`config.mk`:
```
export PLATFORM = sky130hd
export DESIGN_NAME = timed_square_wave_tone_generator_unit
export DESIGN_NICKNAME = d
export VERILOG_FILES = /design/src/rtl/tswg_pkg.sv /design/src/rtl/tswg_div.sv /design/src/rtl/timed_square_wave_tone_generator_unit.sv
export SDC_FILE = /design/constraint.sdc
export NUM_CORES = 1
export LEC_CHECK = 0
export ABC_CLOCK_PERIOD_IN_PS = 5000
export BUFFER_PORTS_ARGS = -buffer_cell sky130_fd_sc_hd__buf_2
export CAP_MARGIN = 20
export CELL_PAD_IN_SITES_DETAIL_PLACEMENT = 1
export CELL_PAD_IN_SITES_GLOBAL_PLACEMENT = 1
export CORE_ASPECT_RATIO = 0.8
export CORE_MARGIN = 10
export CORE_UTILIZATION = 49
export DETAILED_ROUTE_END_ITERATION = 7
export PLACE_DENSITY = 0.84
export SYNTH_ARGS = -nofsm -noshare
export SYNTH_HDL_FRONTEND = slang
export SYNTH_SLANG_ARGS = --single-unit
```
`constraint.sdc`:
```
create_clock -name clk -period 5 [get_ports clk]
set_clock_uncertainty 0.05 [all_clocks]
set_input_delay 1.5 -clock clk [delete_from_list [all_inputs] [get_ports clk]]
set_output_delay 1.5 -clock clk [all_outputs]
set_load 0.03 [all_outputs]
```
`src/rtl/tswg_pkg.sv`:
```
package tswg_pkg;

  // Field and register widths
  localparam int CLOCK_HZ_W    = 26;
  localparam int FREQ_W        = 16;
  localparam int DUR_W         = 16;
  localparam int MS_TICK_W     = 16;
  localparam int PERIOD_OUT_W  = 16;
  localparam int DIVISOR_W     = FREQ_W + 1;  // 2 * freq_hz
  localparam int CFG_IDX_W     = 2;
  localparam int IN_DATA_W     = 32;
  localparam int OUT_DATA_W    = 40;

  localparam int COUNTER_WIDTH_DEF = 16;

  // Register reset values
  localparam logic                  SOUND_EN_RST = 1'b1;
  localparam logic [CLOCK_HZ_W-1:0] CLOCK_HZ_RST = CLOCK_HZ_W'(16000000);
  localparam logic [MS_TICK_W-1:0]  MS_TICK_RST  = MS_TICK_W'(16000);

  // Register indexes
  localparam logic [CFG_IDX_W-1:0] REG_SOUND_EN = 2'd0;
  localparam logic [CFG_IDX_W-1:0] REG_CLOCK_HZ = 2'd1;
  localparam logic [CFG_IDX_W-1:0] REG_MS_TICK  = 2'd2;

  // Item kinds on in_tuser
  localparam logic FUNC_BEEP = 1'b0;
  localparam logic FUNC_TICK = 1'b1;

  // Divider status toward the sequencer
  typedef struct packed {
    logic busy;
    logic done;
  } div_status_t;

endpackage

```
`src/rtl/tswg_div.sv`:
```
// Restoring divider, one quotient bit per cycle.
module tswg_div (
  input  logic                                clk,
  input  logic                                rst_n,
  input  logic                                start,
  input  logic [tswg_pkg::CLOCK_HZ_W-1:0]     dividend,
  input  logic [tswg_pkg::DIVISOR_W-1:0]      divisor,
  output tswg_pkg::div_status_t               status,
  output logic [tswg_pkg::CLOCK_HZ_W-1:0]     quotient
);

  localparam int QW    = tswg_pkg::CLOCK_HZ_W;
  localparam int DW    = tswg_pkg::DIVISOR_W;
  localparam int CNT_W = $clog2(QW + 1);

  logic              busy_r;
  logic              done_r;
  logic [CNT_W-1:0]  cnt_r;
  logic [DW-1:0]     rem_r;
  logic [DW-1:0]     dvs_r;
  logic [QW-1:0]     quo_r;

  logic [DW:0]       rem_sh;
  logic [DW:0]       rem_sub;
  logic              ge;

  assign rem_sh  = {rem_r, quo_r[QW-1]};
  assign ge      = rem_sh >= {1'b0, dvs_r};
  assign rem_sub = rem_sh - {1'b0, dvs_r};

  always_ff @(posedge clk) begin
    if (!rst_n) begin
      busy_r <= 1'b0;
      done_r <= 1'b0;
      cnt_r  <= '0;
    end else begin
      done_r <= 1'b0;
      if (start) begin
        busy_r <= 1'b1;
        cnt_r  <= CNT_W'(QW);
      end else if (busy_r) begin
        cnt_r <= cnt_r - 1'b1;
        if (cnt_r == CNT_W'(1)) begin
          busy_r <= 1'b0;
          done_r <= 1'b1;
        end
      end
    end
  end

  always_ff @(posedge clk) begin
    if (start) begin
      rem_r <= '0;
      dvs_r <= divisor;
      quo_r <= dividend;
    end else if (busy_r) begin
      rem_r <= ge ? rem_sub[DW-1:0] : rem_sh[DW-1:0];
      quo_r <= {quo_r[QW-2:0], ge};
    end
  end

  assign status.busy = busy_r;
  assign status.done = done_r;
  assign quotient    = quo_r;

endmodule

```
`src/rtl/timed_square_wave_tone_generator_unit.sv`:
```
// Timed square-wave tone generator.
//
// Input channel (in_*): each transfer is one item. in_tuser selects the kind:
// 0 is a beep request (freq_hz, tone_ms in in_tdata), 1 is one clock tick.
// Result channel (out_*): exactly one transfer per input item, carrying the
// state after that item (speaker level, tone running, ms left, half period).
// Config channel (cfg_*): index 0 sound enable, 1 clock_hz, 2 ms_tick_cycles;
// other indexes are dropped. cfg_ready is always high; write only when idle.
//
// A tick, a stop request or a request while sound is disabled needs no division,
// so ticks stream at one per clock while the result channel is not stalled. A
// request that starts a tone runs clock_hz / (2 * freq_hz) through the
// bit-serial divider, and in_tready stays low while the division runs.
// The result sits in an output register; the next item is taken in the same
// cycle that register empties. If the receiver stalls, in_tready drops until
// the pending result is taken; nothing is lost or dropped.
// Reset (rst_n low, synchronous) silences the tone, clears counters and
// loads the register defaults (enabled, 16 MHz, 16000 ticks per ms).
module timed_square_wave_tone_generator_unit #(
  parameter int COUNTER_WIDTH = tswg_pkg::COUNTER_WIDTH_DEF
) (
  input  logic                                clk,
  input  logic                                rst_n,
  // input channel
  input  logic                                in_tvalid,
  output logic                                in_tready,
  input  logic [tswg_pkg::IN_DATA_W-1:0]      in_tdata,   // [15:0] freq_hz, [31:16] tone_ms
  input  logic                                in_tuser,   // [0] func
  // result channel
  output logic                                out_tvalid,
  input  logic                                out_tready,
  output logic [tswg_pkg::OUT_DATA_W-1:0]     out_tdata,  // [0] speaker_out, [1] tone_on_out,
                                                          // [17:2] ms_left_out,
                                                          // [33:18] period_out, [39:34] zero
  // config channel
  input  logic                                cfg_valid,
  output logic                                cfg_ready,
  input  logic [tswg_pkg::CFG_IDX_W-1:0]      cfg_index,
  input  logic [tswg_pkg::CLOCK_HZ_W-1:0]     cfg_data
);

  localparam int CW   = COUNTER_WIDTH;
  localparam int QW   = tswg_pkg::CLOCK_HZ_W;
  localparam int EW   = (CW > QW) ? CW : QW;     // width for the clamp compare
  localparam int MSW  = tswg_pkg::MS_TICK_W;
  localparam int DRW  = tswg_pkg::DUR_W;
  localparam int FRW  = tswg_pkg::FREQ_W;
  localparam int PW   = tswg_pkg::PERIOD_OUT_W;
  localparam int PADW = tswg_pkg::OUT_DATA_W - (2 + DRW + PW);

  typedef enum logic {
    ST_IDLE,
    ST_DIV
  } state_t;

  // Config registers
  logic                 sound_en_r;
  logic [QW-1:0]        clock_hz_r;
  logic [MSW-1:0]       ms_tick_r;

  // Tone state
  state_t               state_r,     state_nxt;
  logic                 speaker_r,   speaker_nxt;
  logic                 running_r,   running_nxt;
  logic [CW-1:0]        count_r,     count_nxt;
  logic [CW-1:0]        period_r,    period_nxt;
  logic [DRW-1:0]       ms_rem_r,    ms_rem_nxt;
  logic [MSW-1:0]       ms_div_r,    ms_div_nxt;
  logic [DRW-1:0]       dur_pend_r,  dur_pend_nxt;
  logic                 out_valid_r, out_valid_nxt;
  logic [tswg_pkg::OUT_DATA_W-1:0] out_data_r, out_data_nxt;

  logic                 accept;
  logic                 load_out;
  logic                 div_start;
  logic [FRW-1:0]       in_freq;
  logic [DRW-1:0]       in_dur;
  logic                 ms_event;

  tswg_pkg::div_status_t div_stat;
  logic [QW-1:0]        quotient;
  logic [QW-1:0]        q_m1;
  logic [EW-1:0]        q_m1_ext;
  logic [CW-1:0]        half_period;

  assign in_freq   = in_tdata[FRW-1:0];
  assign in_dur    = in_tdata[FRW +: DRW];
  assign in_tready = (state_r == ST_IDLE) && (!out_valid_r || out_tready);
  assign accept    = in_tvalid && in_tready;
  assign cfg_ready = 1'b1;

  // Divider: clock_hz / (2 * freq_hz)
  tswg_div u_div (
    .clk      (clk),
    .rst_n    (rst_n),
    .start    (div_start),
    .dividend (clock_hz_r),
    .divisor  ({in_freq, 1'b0}),
    .status   (div_stat),
    .quotient (quotient)
  );

  // Half period: q - 1, clamped; a zero quotient clamps too
  assign q_m1     = quotient - 1'b1;
  assign q_m1_ext = EW'(q_m1);
  always_comb begin
    if (quotient == '0) begin
      half_period = '1;
    end else if (q_m1_ext > EW'({CW{1'b1}})) begin
      half_period = '1;
    end else begin
      half_period = CW'(q_m1_ext);
    end
  end

  always_comb begin
    state_nxt     = state_r;
    speaker_nxt   = speaker_r;
    running_nxt   = running_r;
    count_nxt     = count_r;
    period_nxt    = period_r;
    ms_rem_nxt    = ms_rem_r;
    ms_div_nxt    = ms_div_r;
    dur_pend_nxt  = dur_pend_r;
    out_valid_nxt = out_valid_r && !out_tready;
    out_data_nxt  = out_data_r;
    load_out      = 1'b0;
    div_start     = 1'b0;
    ms_event      = 1'b0;

    case (state_r)
      ST_IDLE: begin
        if (accept) begin
          if (in_tuser == tswg_pkg::FUNC_TICK) begin
            load_out = 1'b1;
            // tone counter first
            if (running_r) begin
              if (count_r == period_r) begin
                count_nxt   = '0;
                speaker_nxt = !speaker_r;
              end else begin
                count_nxt = count_r + 1'b1;
              end
            end
            // free-running millisecond divider
            if (ms_div_r == '0) begin
              ms_div_nxt = (ms_tick_r == '0) ? '0 : ms_tick_r - 1'b1;
              ms_event   = 1'b1;
            end else begin
              ms_div_nxt = ms_div_r - 1'b1;
            end
            if (ms_event && ms_rem_r != '0) begin
              ms_rem_nxt = ms_rem_r - 1'b1;
              if (ms_rem_r == DRW'(1)) begin
                running_nxt = 1'b0;
                speaker_nxt = 1'b0;
              end
            end
          end else if (!sound_en_r) begin
            load_out = 1'b1;
          end else if (in_freq == '0 || in_dur == '0) begin
            // stop request
            load_out    = 1'b1;
            running_nxt = 1'b0;
            speaker_nxt = 1'b0;
            ms_rem_nxt  = '0;
          end else begin
            div_start    = 1'b1;
            dur_pend_nxt = in_dur;
            state_nxt    = ST_DIV;
          end
        end
      end
      ST_DIV: begin
        if (div_stat.done) begin
          load_out    = 1'b1;
          count_nxt   = '0;
          period_nxt  = half_period;
          running_nxt = 1'b1;
          ms_rem_nxt  = dur_pend_r;
          state_nxt   = ST_IDLE;
        end
      end
      default: begin
        state_nxt = ST_IDLE;
      end
    endcase

    if (load_out) begin
      out_valid_nxt = 1'b1;
      out_data_nxt  = {{PADW{1'b0}}, PW'(period_nxt), ms_rem_nxt, running_nxt, speaker_nxt};
    end
  end

  always_ff @(posedge clk) begin
    if (!rst_n) begin
      state_r     <= ST_IDLE;
      speaker_r   <= 1'b0;
      running_r   <= 1'b0;
      count_r     <= '0;
      period_r    <= '0;
      ms_rem_r    <= '0;
      ms_div_r    <= '0;
      dur_pend_r  <= '0;
      out_valid_r <= 1'b0;
      out_data_r  <= '0;
    end else begin
      state_r     <= state_nxt;
      speaker_r   <= speaker_nxt;
      running_r   <= running_nxt;
      count_r     <= count_nxt;
      period_r    <= period_nxt;
      ms_rem_r    <= ms_rem_nxt;
      ms_div_r    <= ms_div_nxt;
      dur_pend_r  <= dur_pend_nxt;
      out_valid_r <= out_valid_nxt;
      out_data_r  <= out_data_nxt;
    end
  end

  // Config registers
  always_ff @(posedge clk) begin
    if (!rst_n) begin
      sound_en_r <= tswg_pkg::SOUND_EN_RST;
      clock_hz_r <= tswg_pkg::CLOCK_HZ_RST;
      ms_tick_r  <= tswg_pkg::MS_TICK_RST;
    end else if (cfg_valid && cfg_ready) begin
      case (cfg_index)
        tswg_pkg::REG_SOUND_EN: sound_en_r <= cfg_data[0];
        tswg_pkg::REG_CLOCK_HZ: clock_hz_r <= cfg_data;
        tswg_pkg::REG_MS_TICK:  ms_tick_r  <= cfg_data[MSW-1:0];
        default: begin
        end
      endcase
    end
  end

  assign out_tvalid = out_valid_r;
  assign out_tdata  = out_data_r;

  // Silence whenever the tone is off
  a_off_is_low: assert property (@(posedge clk) disable iff (!rst_n)
    !running_r |-> !speaker_r)
    else $error("speaker high while tone is off");

  // Tone runs exactly while milliseconds remain
  a_run_vs_ms: assert property (@(posedge clk) disable iff (!rst_n)
    running_r == (ms_rem_r != '0))
    else $error("tone running state disagrees with ms countdown");

  // Tone counter never passes the compare value
  a_count_le_period: assert property (@(posedge clk) disable iff (!rst_n)
    count_r <= period_r)
    else $error("tone counter beyond half period");

  // Divider only works while the sequencer waits for it
  a_div_in_wait: assert property (@(posedge clk) disable iff (!rst_n)
    (div_stat.busy || div_stat.done) |-> state_r == ST_DIV)
    else $error("divider active outside the divide state");

  // A finished division always shows a registered result in the next cycle
  a_div_done_out: assert property (@(posedge clk) disable iff (!rst_n)
    div_stat.done |=> out_valid_r && running_r)
    else $error("divide completion did not produce a result");

endmodule
```
==> results of run 1 <==
[power breakdown]
group	total [uW]	switching, uW	internal, uW
clock network	2050	776	1270
registers	2180	153	2030
logic	1410	890	524
[cell families after synthesis]
kind of cell               share of synthesized area [%]
muxes                                              2.414
other                                            0.06646
adders and majority gates                          3.056
xor gates and xnor gates                           5.415
and+or+nand+nor                                    23.93
AOI/OAI and AO/OA                                  17.15
DFF                                                43.94
buffers and inverters                              4.031
[metrics by stage]
step / instances / hold slack, ns / setup slack (ns)
finish: 1720 / 0.4030 / 1.246
global placement: 1674 / 0.3932 / 0.8821
global route: 1720 / 0.4202 / 1.193
floorplan: 1325 / 0.3829 / 1.218
CTS: 1719 / 0.4053 / 1.247
detailed placement: 1674 / 0.3970 / 0.8418
[per-layer routing]
| layer | up-vias | share of wire, % | wire length (um) |
|---|---|---|---|
| met3 | 49 | 5.7 | 1993 |
| met2 | 297 | 47 | 16700 |
| li1 | 4817 | - | - |
| met5 | - | 0 | 0 |
| met4 | 0 | 2.0 | 707 |
| met1 | 5040 | 45 | 15830 |
[worst min-delay path, delay by kind of cell, from the launching register on]
kind	cells	cell delay [ns]
AND/OR/NAND/NOR	1	0.05
AO/OA/AOI/OAI	1	0.05
flip-flops	1	0.31
[cell usage in the layout, fill, tap and decap left out, types with 7 or more instances in the layout]
cell	n
a211oi_1	9
a21o_1	20
a21oi_1	111
a31oi_1	14
and2_1	11
and3_1	21
buf_2	101
buf_4	15
clkbuf_16	26
conb_1	7
dfxtp_1	185
edfxtp_1	42
ha_1	26
inv_1	35
mux2_2	10
mux2i_1	16
nand2_1	252
nand2b_1	10
nand3_1	39
nand4_1	22
nor2_1	102
nor3_1	22
nor4_1	22
o211ai_1	7
o21ai_0	58
o21ai_1	10
o221a_4	9
o31ai_1	9
or3_1	14
or4_1	7
xnor2_1	42
xor2_1	26
[worst max path at each step]
stage	start	slack, ns	cells after the start	to
after detailed placement	in_tdata[26]	0.84	9	u_div.rem_r[5]$_SDFFE_PP0P_
after global placement	in_tdata[26]	0.88	9	out_tdata[9]$_SDFFE_PN0P_
after CTS	out_tready	1.25	4	in_tready
final	out_tready	1.25	4	in_tready
after global routing	in_tdata[26]	1.19	9	u_div.rem_r[6]$_SDFFE_PP0P_
after floorplan	out_tready	1.22	7	u_div.quotient[0]$_DFFE_PP_
[final cells by class]
| cell class | count | area [um^2] |
|---|---|---|
| Multi-Input combinational cell | 989 | 5916 |
| Clock buffer | 31 | 679.4 |
| Tap cell | 306 | 382.9 |
| Clock inverter | 14 | 222.7 |
| Inverter | 37 | 138.9 |
| Timing Repair Buffer | 116 | 618.1 |
| Fill cell | 2745 | 9639 |
| Sequential cell | 227 | 4965 |
[state kept, by name, indices dropped and copies added (netlist names)]
| register | count |
|---|---|
| u_div.busy_r | 1 |
| ms_tick_r | 16 |
| u_div.rem_r | 17 |
| clock_hz_r | 26 |
| period_r | 16 |
| out_tdata | 34 |
| ms_rem_r | 16 |
| u_div.done_r | 1 |
| sound_en_r | 1 |
| u_div.cnt_r | 5 |
| count_r | 16 |
| u_div.dvs_r | 16 |
| state_r | 1 |
| dur_pend_r | 16 |
| u_div.quotient | 26 |
| ms_div_r | 16 |
| running_r | 1 |
| speaker_r | 1 |
| out_tvalid | 1 |
==> results.py, run 1 <==
metrics = {
    "worst_setup_path": {
        "critPathBufInv": 2,
        "cpMaxStageDelayCell": "buf_2",
        "cp_slowest_stage_delay_ns": 0.25,
        "cpMostUsedCell": "buf_2",
        "worstReg2RegEnd": "out_tdata[3]$_SDFFE_PN0P_",
        "critPathKind": "in2out",
        "cp-end-kind": "output pin",
        "worstPathRequired_ns": 3.45,
        "rr_worst_depth": 10,
        "worstSetupStartpointType": "input port",
        "crit_chain": "buf_2 > nand2b_1 > nor2b_1 > buf_2",
        "worstPathArrival_ns": 2.20,
        "r2r_slack_ns": 1.59,
        "cp_max_fo": 3,
        "timing.rr.start": "ms_div_r[0]$_SDFFE_PN0P_",
        "crit_family": "simple AND/OR/NAND/NOR gates",
    },
    "sta": {
        "setup_violations": 0,
        "fin_crit_sh_pct": 75.09,
        "rsz0062_at_grt": "false",
        "fin_tns_setup_ns": 0,
        "finalHoldViolCount": 0,
        "tightest_slew_ns": 1.043,
        "max_freq_mhz": 266.4,
        "fin_crit_ns": 3.754,
        "slew_viol_final": 0,
        "slew_headroom_pct": 30.27,
    },
    "floorplanning": {
        "rows": 49,
        "initial_core_util_pct": 50.08,
        "dieArea_um2": 29570,
        "ios": 109,
        "coreArea_um2": 22560,
        "die_y_um": 155.8,
        "die_x_um": 189.8,
    },
    "clocking": {
        "cts_sinks": 227,
        "clk-insertion-delay-late_ns": 0.52,
        "htree_levels": 1,
        "cts_hold_buf": 0,
        "cts-root-buf": "clkbuf_16",
        "cts_inserted_buffers": 25,
        "cts_tree": "built",
        "path_clk_slew_ns": 0.06,
        "clock_path_buffers": 3,
        "post_cts_buffers": 0,
        "post_cts_resized": 0,
    },
    "hold_path": {
        "min_to": "clock_hz_r[7]$_SDFFE_PN0P_",
        "hp-start": "clock_hz_r[7]$_SDFFE_PN0P_",
        "hold_depth": 2,
        "hold_path.class": "reg2reg",
    },
    "grt": {
        "grt_overflow": 0,
        "grtUsageMet2_pct": 38.83,
        "met3_usage_pct": 3.954,
        "grt_first_pass_wirelength_mm": 56.28,
        "grt_pass1_vias": 10510,
        "busiest_layer": "met2",
        "grt_max_degree": 65,
        "met1_usage_pct": 30.18,
        "antenna_found_initial": 0,
        "grt_usage_pct": 23.14,
    },
    "place": {
        "hpwl_mm": 24.01,
        "io_buffers": 101,
        "placed_cell_area_um2": 12010,
        "place.gp.congestion": 0.9496,
    },
    "synthesis": {
        "yosysMostFrequentCell": "nand2_1",
        "synth_top_area_cell": "dfxtp_1",
        "seq_area_frac_synth_pct": 43.94,
        "synthesis.instances": 1320,
        "synth_top_area_share_pct": 32.78,
        "ys_top_cells_by_area": "dfxtp_1, edfxtp_1, nand2_1",
        "ys_types": 75,
        "synth_common_cells": "nand2_1, dfxtp_1, a21oi_1",
        "syn_avg_cell_area_um2": 8.560,
        "synth_area_um2": 11300,
        "ys_async_sr_fraction_pct": 0,
        "ys_ff_latch": 227,
        "ys.warnings.count": 0,
        "ys.flop_type": "dfxtp_1",
        "synth_edf_count": 42,
    },
    "cells_and_area": {
        "final_area_um2": 12920,
        "drive_gt1_share_pct": 14.29,
        "nets": 1489,
        "final_util_pct": 57.28,
        "area_delta_synth_final_pct": 14.36,
        "antennaDiodeCount": 0,
    },
    "route": {
        "vias": 10200,
        "drtIter0Drc": 624,
        "wl_mm": 35.23,
        "dr.pass1.iters": 5,
        "drtAntennaViolNets": 0,
        "drc": 0,
        "viasPerCell": 5.932,
        "avgRoutedWirePerCell_um": 20.48,
    },
    "power": {
        "leakage_uw": 0.005400,
        "power_density_nw_per_um2": 436.5,
        "irDropWorstVdd_v": 0.0002362,
        "p_total_uw": 5641,
    },
    "status": {
        "status": "complete, no violations",
    },
    "flow_run": {
        "maxCapViolCount": 0,
    },
}
Power figures use the tool's default switching activity.
==> run 2: changes to the inputs <==
Settings changed: ABC_CLOCK_PERIOD_IN_PS 5000 to 3800, CORE_UTILIZATION 49 to 45, PLACE_DENSITY 0.84 to 0.78.
Clock period 5 ns to 3.8 ns, I/O delays scaled along.
==> results.py, run 2 (same netlist as run 1, synthesis figures left out) <==
metrics = {
    "grt": {
        "grt_max_degree": 63,
        "grt_first_pass_wirelength_mm": 55.71,
        "grt_overflow": 0,
        "grt_usage_pct": 21.12,
        "antenna_found_initial": 0,
        "grt_pass1_vias": 10290,
    },
    "clocking": {
        "cts_sinks": 227,
        "post_cts_buffers": 0,
        "post_cts_resized": 0,
        "htree_levels": 1,
        "path_clk_slew_ns": 0.06,
        "cts_hold_buf": 0,
        "cts_tree": "built",
        "clock_path_buffers": 3,
        "cts_inserted_buffers": 24,
        "cts-root-buf": "clkbuf_16",
        "clk-insertion-delay-late_ns": 0.53,
    },
    "power": {
        "swShare_pct": 32.12,
        "pwr-share-seq_pct": 38.9,
        "comb_power_share_pct": 25.7,
        "p_int_uw": 4982,
        "leakage_uw": 0.005473,
        "irDropWorstVdd_v": 0.0002942,
        "p_sw_uw": 2357,
        "power_density_nw_per_um2": 562.9,
        "power_frac_clock_pct": 35.4,
        "p_total_uw": 7339,
    },
    "worst_setup_path": {
        "cpMaxStageDelayCell": "nor4b_1",
        "cpMostUsedCell": "nand3_1",
        "critPathKind": "reg2reg",
        "worstPathRequired_ns": 4.13,
        "crit_chain": "inv_1 > ha_1 > nor4b_1 > nand3_1 > a311oi_2 > nand3_1 > o311ai_0 > nand3_1 > nor2_1 > nor3_1",
        "worstPathArrival_ns": 3.62,
        "cp_slowest_stage_delay_ns": 0.59,
        "critPathLaunch": "ms_div_r[0]$_SDFFE_PN0P_",
        "timing.rr.start": "ms_div_r[0]$_SDFFE_PN0P_",
        "cp_max_fo": 6,
        "worstSetupStartpointType": "flop",
        "cp-end-kind": "flop",
    },
    "floorplanning": {
        "die_y_um": 161.7,
        "dieArea_um2": 31890,
        "ios": 109,
        "initial_core_util_pct": 46.11,
        "die_x_um": 197.2,
        "coreArea_um2": 24500,
        "rows": 51,
    },
    "sta": {
        "fin_crit_ns": 3.292,
        "setup_violations": 0,
        "slew_headroom_pct": 37.13,
        "finalHoldViolCount": 0,
        "tightest_slew_ns": 0.9430,
        "fin_crit_sh_pct": 86.64,
        "rsz0062_at_grt": "false",
        "slew_viol_final": 0,
        "timing.final.ws_setup_ns": 0.5075,
        "max_freq_mhz": 303.7,
    },
    "cells_and_area": {
        "area_delta_synth_final_pct": 15.39,
        "nets": 1503,
        "nFillCells": 2966,
        "final_util_pct": 53.21,
        "final_common_cell": "nand2_1",
        "largest_register_ffs": 34,
        "final-seq-area_um2": 4965,
        "drive_gt1_share_pct": 15.20,
        "multi_input_area_um2": 5923,
        "mostFrequentLayoutCells": "nand2_1, dfxtp_1, a21oi_1, nor2_1, buf_2",
        "antennaDiodeCount": 0,
    },
    "place": {
        "io_buffers": 101,
        "pre_cts_slack_ns": -0.004323,
        "hpwl_mm": 24.90,
        "place.gp.congestion": 0.8707,
    },
    "route": {
        "drc": 0,
        "wl_mm": 34.38,
        "drtAntennaViolNets": 0,
        "dr.pass1.iters": 5,
        "drtIter0Drc": 561,
        "viasPerCell": 5.745,
        "avgRoutedWirePerCell_um": 19.69,
        "vias": 10030,
    },
    "hold_path": {
        "hp-start": "clock_hz_r[3]$_SDFFE_PN0P_",
        "hold_path.class": "reg2reg",
    },
    "status": {
        "status": "complete, no violations",
    },
    "flow_run": {
        "maxCapViolCount": 0,
    },
}
[run 2: cell count changes in the layout (fill, tap and decap cells not counted), sizes merged]
cell and change:
buf +15, clkinv +2, bufinv -1, clkbuf -1
clkinvlp -1
[run 2: metal layers]
layer	wire length (um)	GRT usage (%)	up-vias
met4	498	4.013	0
met5	0	0	-
met1	16510	29.03	4934
met2	15620	33.91	201
li1	-	-	4855
met3	1755	4.048	40
[run 2: power by group through the flow]
stage / clock (uW) / combinational, uW / sequential [uW]
final: 2600 / 1880 / 2860
after CTS: 2640 / 1890 / 2850
after detailed placement: 0 / 1860 / 2900
after global routing: 2740 / 2110 / 2880
after floorplan: 0 / 1330 / 2860
after global placement: 0 / 1790 / 2890
[run 2: critical path, delay by kind of cell (launching register included)]
kind	cells	cell delay, ns
AOI/OAI and AO/OA	2	0.99
DFF	1	0.33
buffers and inverters	1	0.13
and+or+nand+nor	6	1.46
adders and majority gates	1	0.16
[run 2: through the flow]
step / std cells / instance area (um^2) / hold WS (ns) / TNS (ns)
after floorplan: 1325 / 11320 / 0.3829 / 0
after global placement: 1702 / 12170 / 0.3895 / 0
after detailed placement: 1702 / 12170 / 0.3970 / -0.004323
after CTS: 1746 / 13040 / 0.4060 / 0
after global routing: 1746 / 13040 / 0.4284 / 0
final: 1746 / 13040 / 0.4095 / 0
[run 2: layout make-up]
class | instances | share of cell area [%]
tap | 318 | 3.052
inverter | 37 | 1.065
clock buffer | 30 | 5.182
timing repair buffer | 131 | 5.700
multi-input combinational | 989 | 45.43
sequential | 227 | 38.08
clock inverter | 14 | 1.497
[run 2: worst paths after layout]
path	end	slack (ns)	cells after the start
hold reg to reg	clock_hz_r[3]$_SDFFE_PN0P_	0.41	2
setup reg to reg	out_tdata[13]$_SDFFE_PN0P_	0.51	10
setup / recovery	out_tdata[13]$_SDFFE_PN0P_	0.51	10
hold / removal	clock_hz_r[3]$_SDFFE_PN0P_	0.41	2
==> run 3: changes to the inputs <==
Settings changed: CORE_ASPECT_RATIO 0.8 to 0.9.
==> results.py, run 3 (same netlist as run 1, synthesis figures left out) <==
metrics = {
    "hold_path": {
        "hp-start": "clock_hz_r[7]$_SDFFE_PN0P_",
        "hold_path.class": "reg2reg",
        "hold_depth": 2,
        "min_to": "clock_hz_r[7]$_SDFFE_PN0P_",
    },
    "worst_setup_path": {
        "crit_chain": "nor4_1 > nand2_1 > a311oi_2 > nand3_1 > o311ai_0 > nand3_1 > nor2_1 > nor3_1",
        "worstReg2RegEnd": "out_tdata[13]$_SDFFE_PN0P_",
        "cp_max_fo": 6,
        "worstPathArrival_ns": 3.62,
        "cpMostUsedCell": "nand3_1",
        "r2r_slack_ns": 0.51,
        "worstPathRequired_ns": 4.13,
        "cpMaxStageDelayCell": "nor4_1",
        "cp-end-kind": "flop",
        "timing.rr.start": "ms_div_r[6]$_SDFFE_PN0P_",
        "critPathKind": "reg2reg",
        "cp_slowest_stage_delay_ns": 0.83,
        "worstSetupStartpointType": "flop",
        "rr_worst_depth": 8,
    },
    "place": {
        "place.gp.congestion": 0.8857,
        "dp.cells": 1718,
        "placed_cell_area_um2": 12180,
        "hpwl_mm": 24.37,
        "io_buffers": 101,
    },
    "route": {
        "topRoutingLayerUsed": "met4",
        "viasPerCell": 5.649,
        "m1WireLength_mm": 16.13,
        "avgRoutedWirePerCell_um": 19.28,
        "wl_mm": 34.00,
        "drc": 0,
        "vias": 9959,
        "drtAntennaViolNets": 0,
        "drtIter0Drc": 519,
        "wl_met2_mm": 15.76,
        "dr.pass1.iters": 5,
        "wl_met3_mm": 1.428,
    },
    "flow_run": {
        "maxCapViolCount": 0,
    },
    "floorplanning": {
        "rows": 54,
        "dieArea_um2": 31860,
        "ios": 109,
        "die_x_um": 187.0,
        "initial_core_util_pct": 46.20,
        "die_y_um": 170.3,
        "coreArea_um2": 24460,
    },
    "sta": {
        "setup_violations": 0,
        "holdWs_ns": 0.4056,
        "finalHoldViolCount": 0,
        "rsz0062_at_grt": "false",
        "fin_crit_ns": 3.292,
        "fin_crit_sh_pct": 86.63,
        "max_freq_mhz": 303.8,
        "slew_viol_final": 0,
        "tightest_slew_ns": 1.002,
        "slew_headroom_pct": 33.20,
        "fin_tns_setup_ns": 0,
    },
    "cells_and_area": {
        "final_common_cell": "nand2_1",
        "multi_input_area_um2": 5923,
        "nFillCells": 2962,
        "final_util_pct": 53.12,
        "nets": 1502,
        "final-seq-area_um2": 4965,
        "final_area_um2": 12990,
        "largest_register_ffs": 34,
        "area_delta_synth_final_pct": 14.98,
        "fin_cells": 1763,
        "antennaDiodeCount": 0,
        "drive_gt1_share_pct": 15.21,
        "mostFrequentLayoutCells": "nand2_1, dfxtp_1, a21oi_1, nor2_1, buf_2",
    },
    "grt": {
        "grt_pass1_vias": 10440,
        "grt_overflow": 0,
        "grt_first_pass_wirelength_mm": 55.55,
        "grt_max_degree": 48,
        "antenna_found_initial": 0,
        "grt_usage_pct": 20.79,
    },
    "clocking": {
        "post_cts_buffers": 0,
        "post_cts_resized": 0,
        "cts_tree": "built",
        "cts_hold_buf": 0,
        "clock_path_buffers": 3,
        "cts_sinks": 227,
        "clk-insertion-delay-late_ns": 0.52,
        "cts_inserted_buffers": 25,
        "path_clk_slew_ns": 0.06,
        "cts-root-buf": "clkbuf_16",
        "htree_levels": 1,
    },
    "power": {
        "irDropWorstVdd_v": 0.0003417,
        "leakage_uw": 0.005441,
        "power_density_nw_per_um2": 554.6,
    },
    "status": {
        "status": "complete, no violations",
    },
}
## run 3: changes by cell type in the layout (fill, tap and decap cells not counted)
cell / previous run / this run
buf_4: 29 / 27
bufinv_16: 5 / 3
clkbuf_1: 3 / 2
clkbuf_16: 26 / 25
clkbuf_8: 1 / 2
clkinv_2: 6 / 9
inv_4: 0 / 1
## run 3: power breakdown
part / internal (uW) / switching (uW) / leakage [uW] / total (uW)
Clock: 1440 / 1010 / 0.000410 / 2450
Combinational: 733 / 1170 / 0.00313 / 1900
Sequential: 2660 / 189 / 0.00190 / 2850
Total: 4840 / 2360 / 0.00544 / 7210
## run 3: cell type report
cell class	count	area share (%)
multi-input cells	989	45.59
flip-flops and latches	227	38.21
repair buffers	129	5.605
clock buffers	29	5.085
well taps	336	3.236
clock inverters	16	1.204
inverters	37	1.069
## run 3: how the worst max path moves through the flow
stage / startpoint / end / slack (ns) / cells after the start
6_report: ms_div_r[6]$_SDFFE_PN0P_ / out_tdata[13]$_SDFFE_PN0P_ / 0.51 / 8
5_1_grt: ms_div_r[0]$_SDFFE_PN0P_ / out_tdata[5]$_SDFFE_PN0P_ / 0.25 / 10
4_1_cts: in_tdata[26] / u_div.quotient[18]$_DFFE_PP_ / 0.57 / 8
2_1_floorplan: out_tready / u_div.quotient[0]$_DFFE_PP_ / 0.38 / 7
3_3_place_gp: in_tdata[26] / out_tdata[6]$_SDFFE_PN0P_ / 0.10 / 9
3_5_place_dp: in_tdata[26] / u_div.quotient[16]$_DFFE_PP_ / 0.08 / 8
## run 3: layer usage
layer / global-route usage [%] / up-vias
met1: 27.18 / 4890
met5: 0 / -
li1: - / 4839
met2: 35.27 / 185
met4: 5.079 / 0
met3: 3.351 / 45
## run 3: critical path: cells and delay by family (launching register included)
family,cells,cell delay [ns]
compound gates,2,1.06
flops,1,0.35
simple gates,6,1.70
## run 3: per-stage QoR
stage          setup WS (ns)  total power [uW]
3_3_place_gp          0.1048              4697
6_report              0.5082              7206
2_1_floorplan         0.3780              4194
4_1_cts               0.5692              7241
5_1_grt               0.2534              7586
3_5_place_dp         0.07785              4763
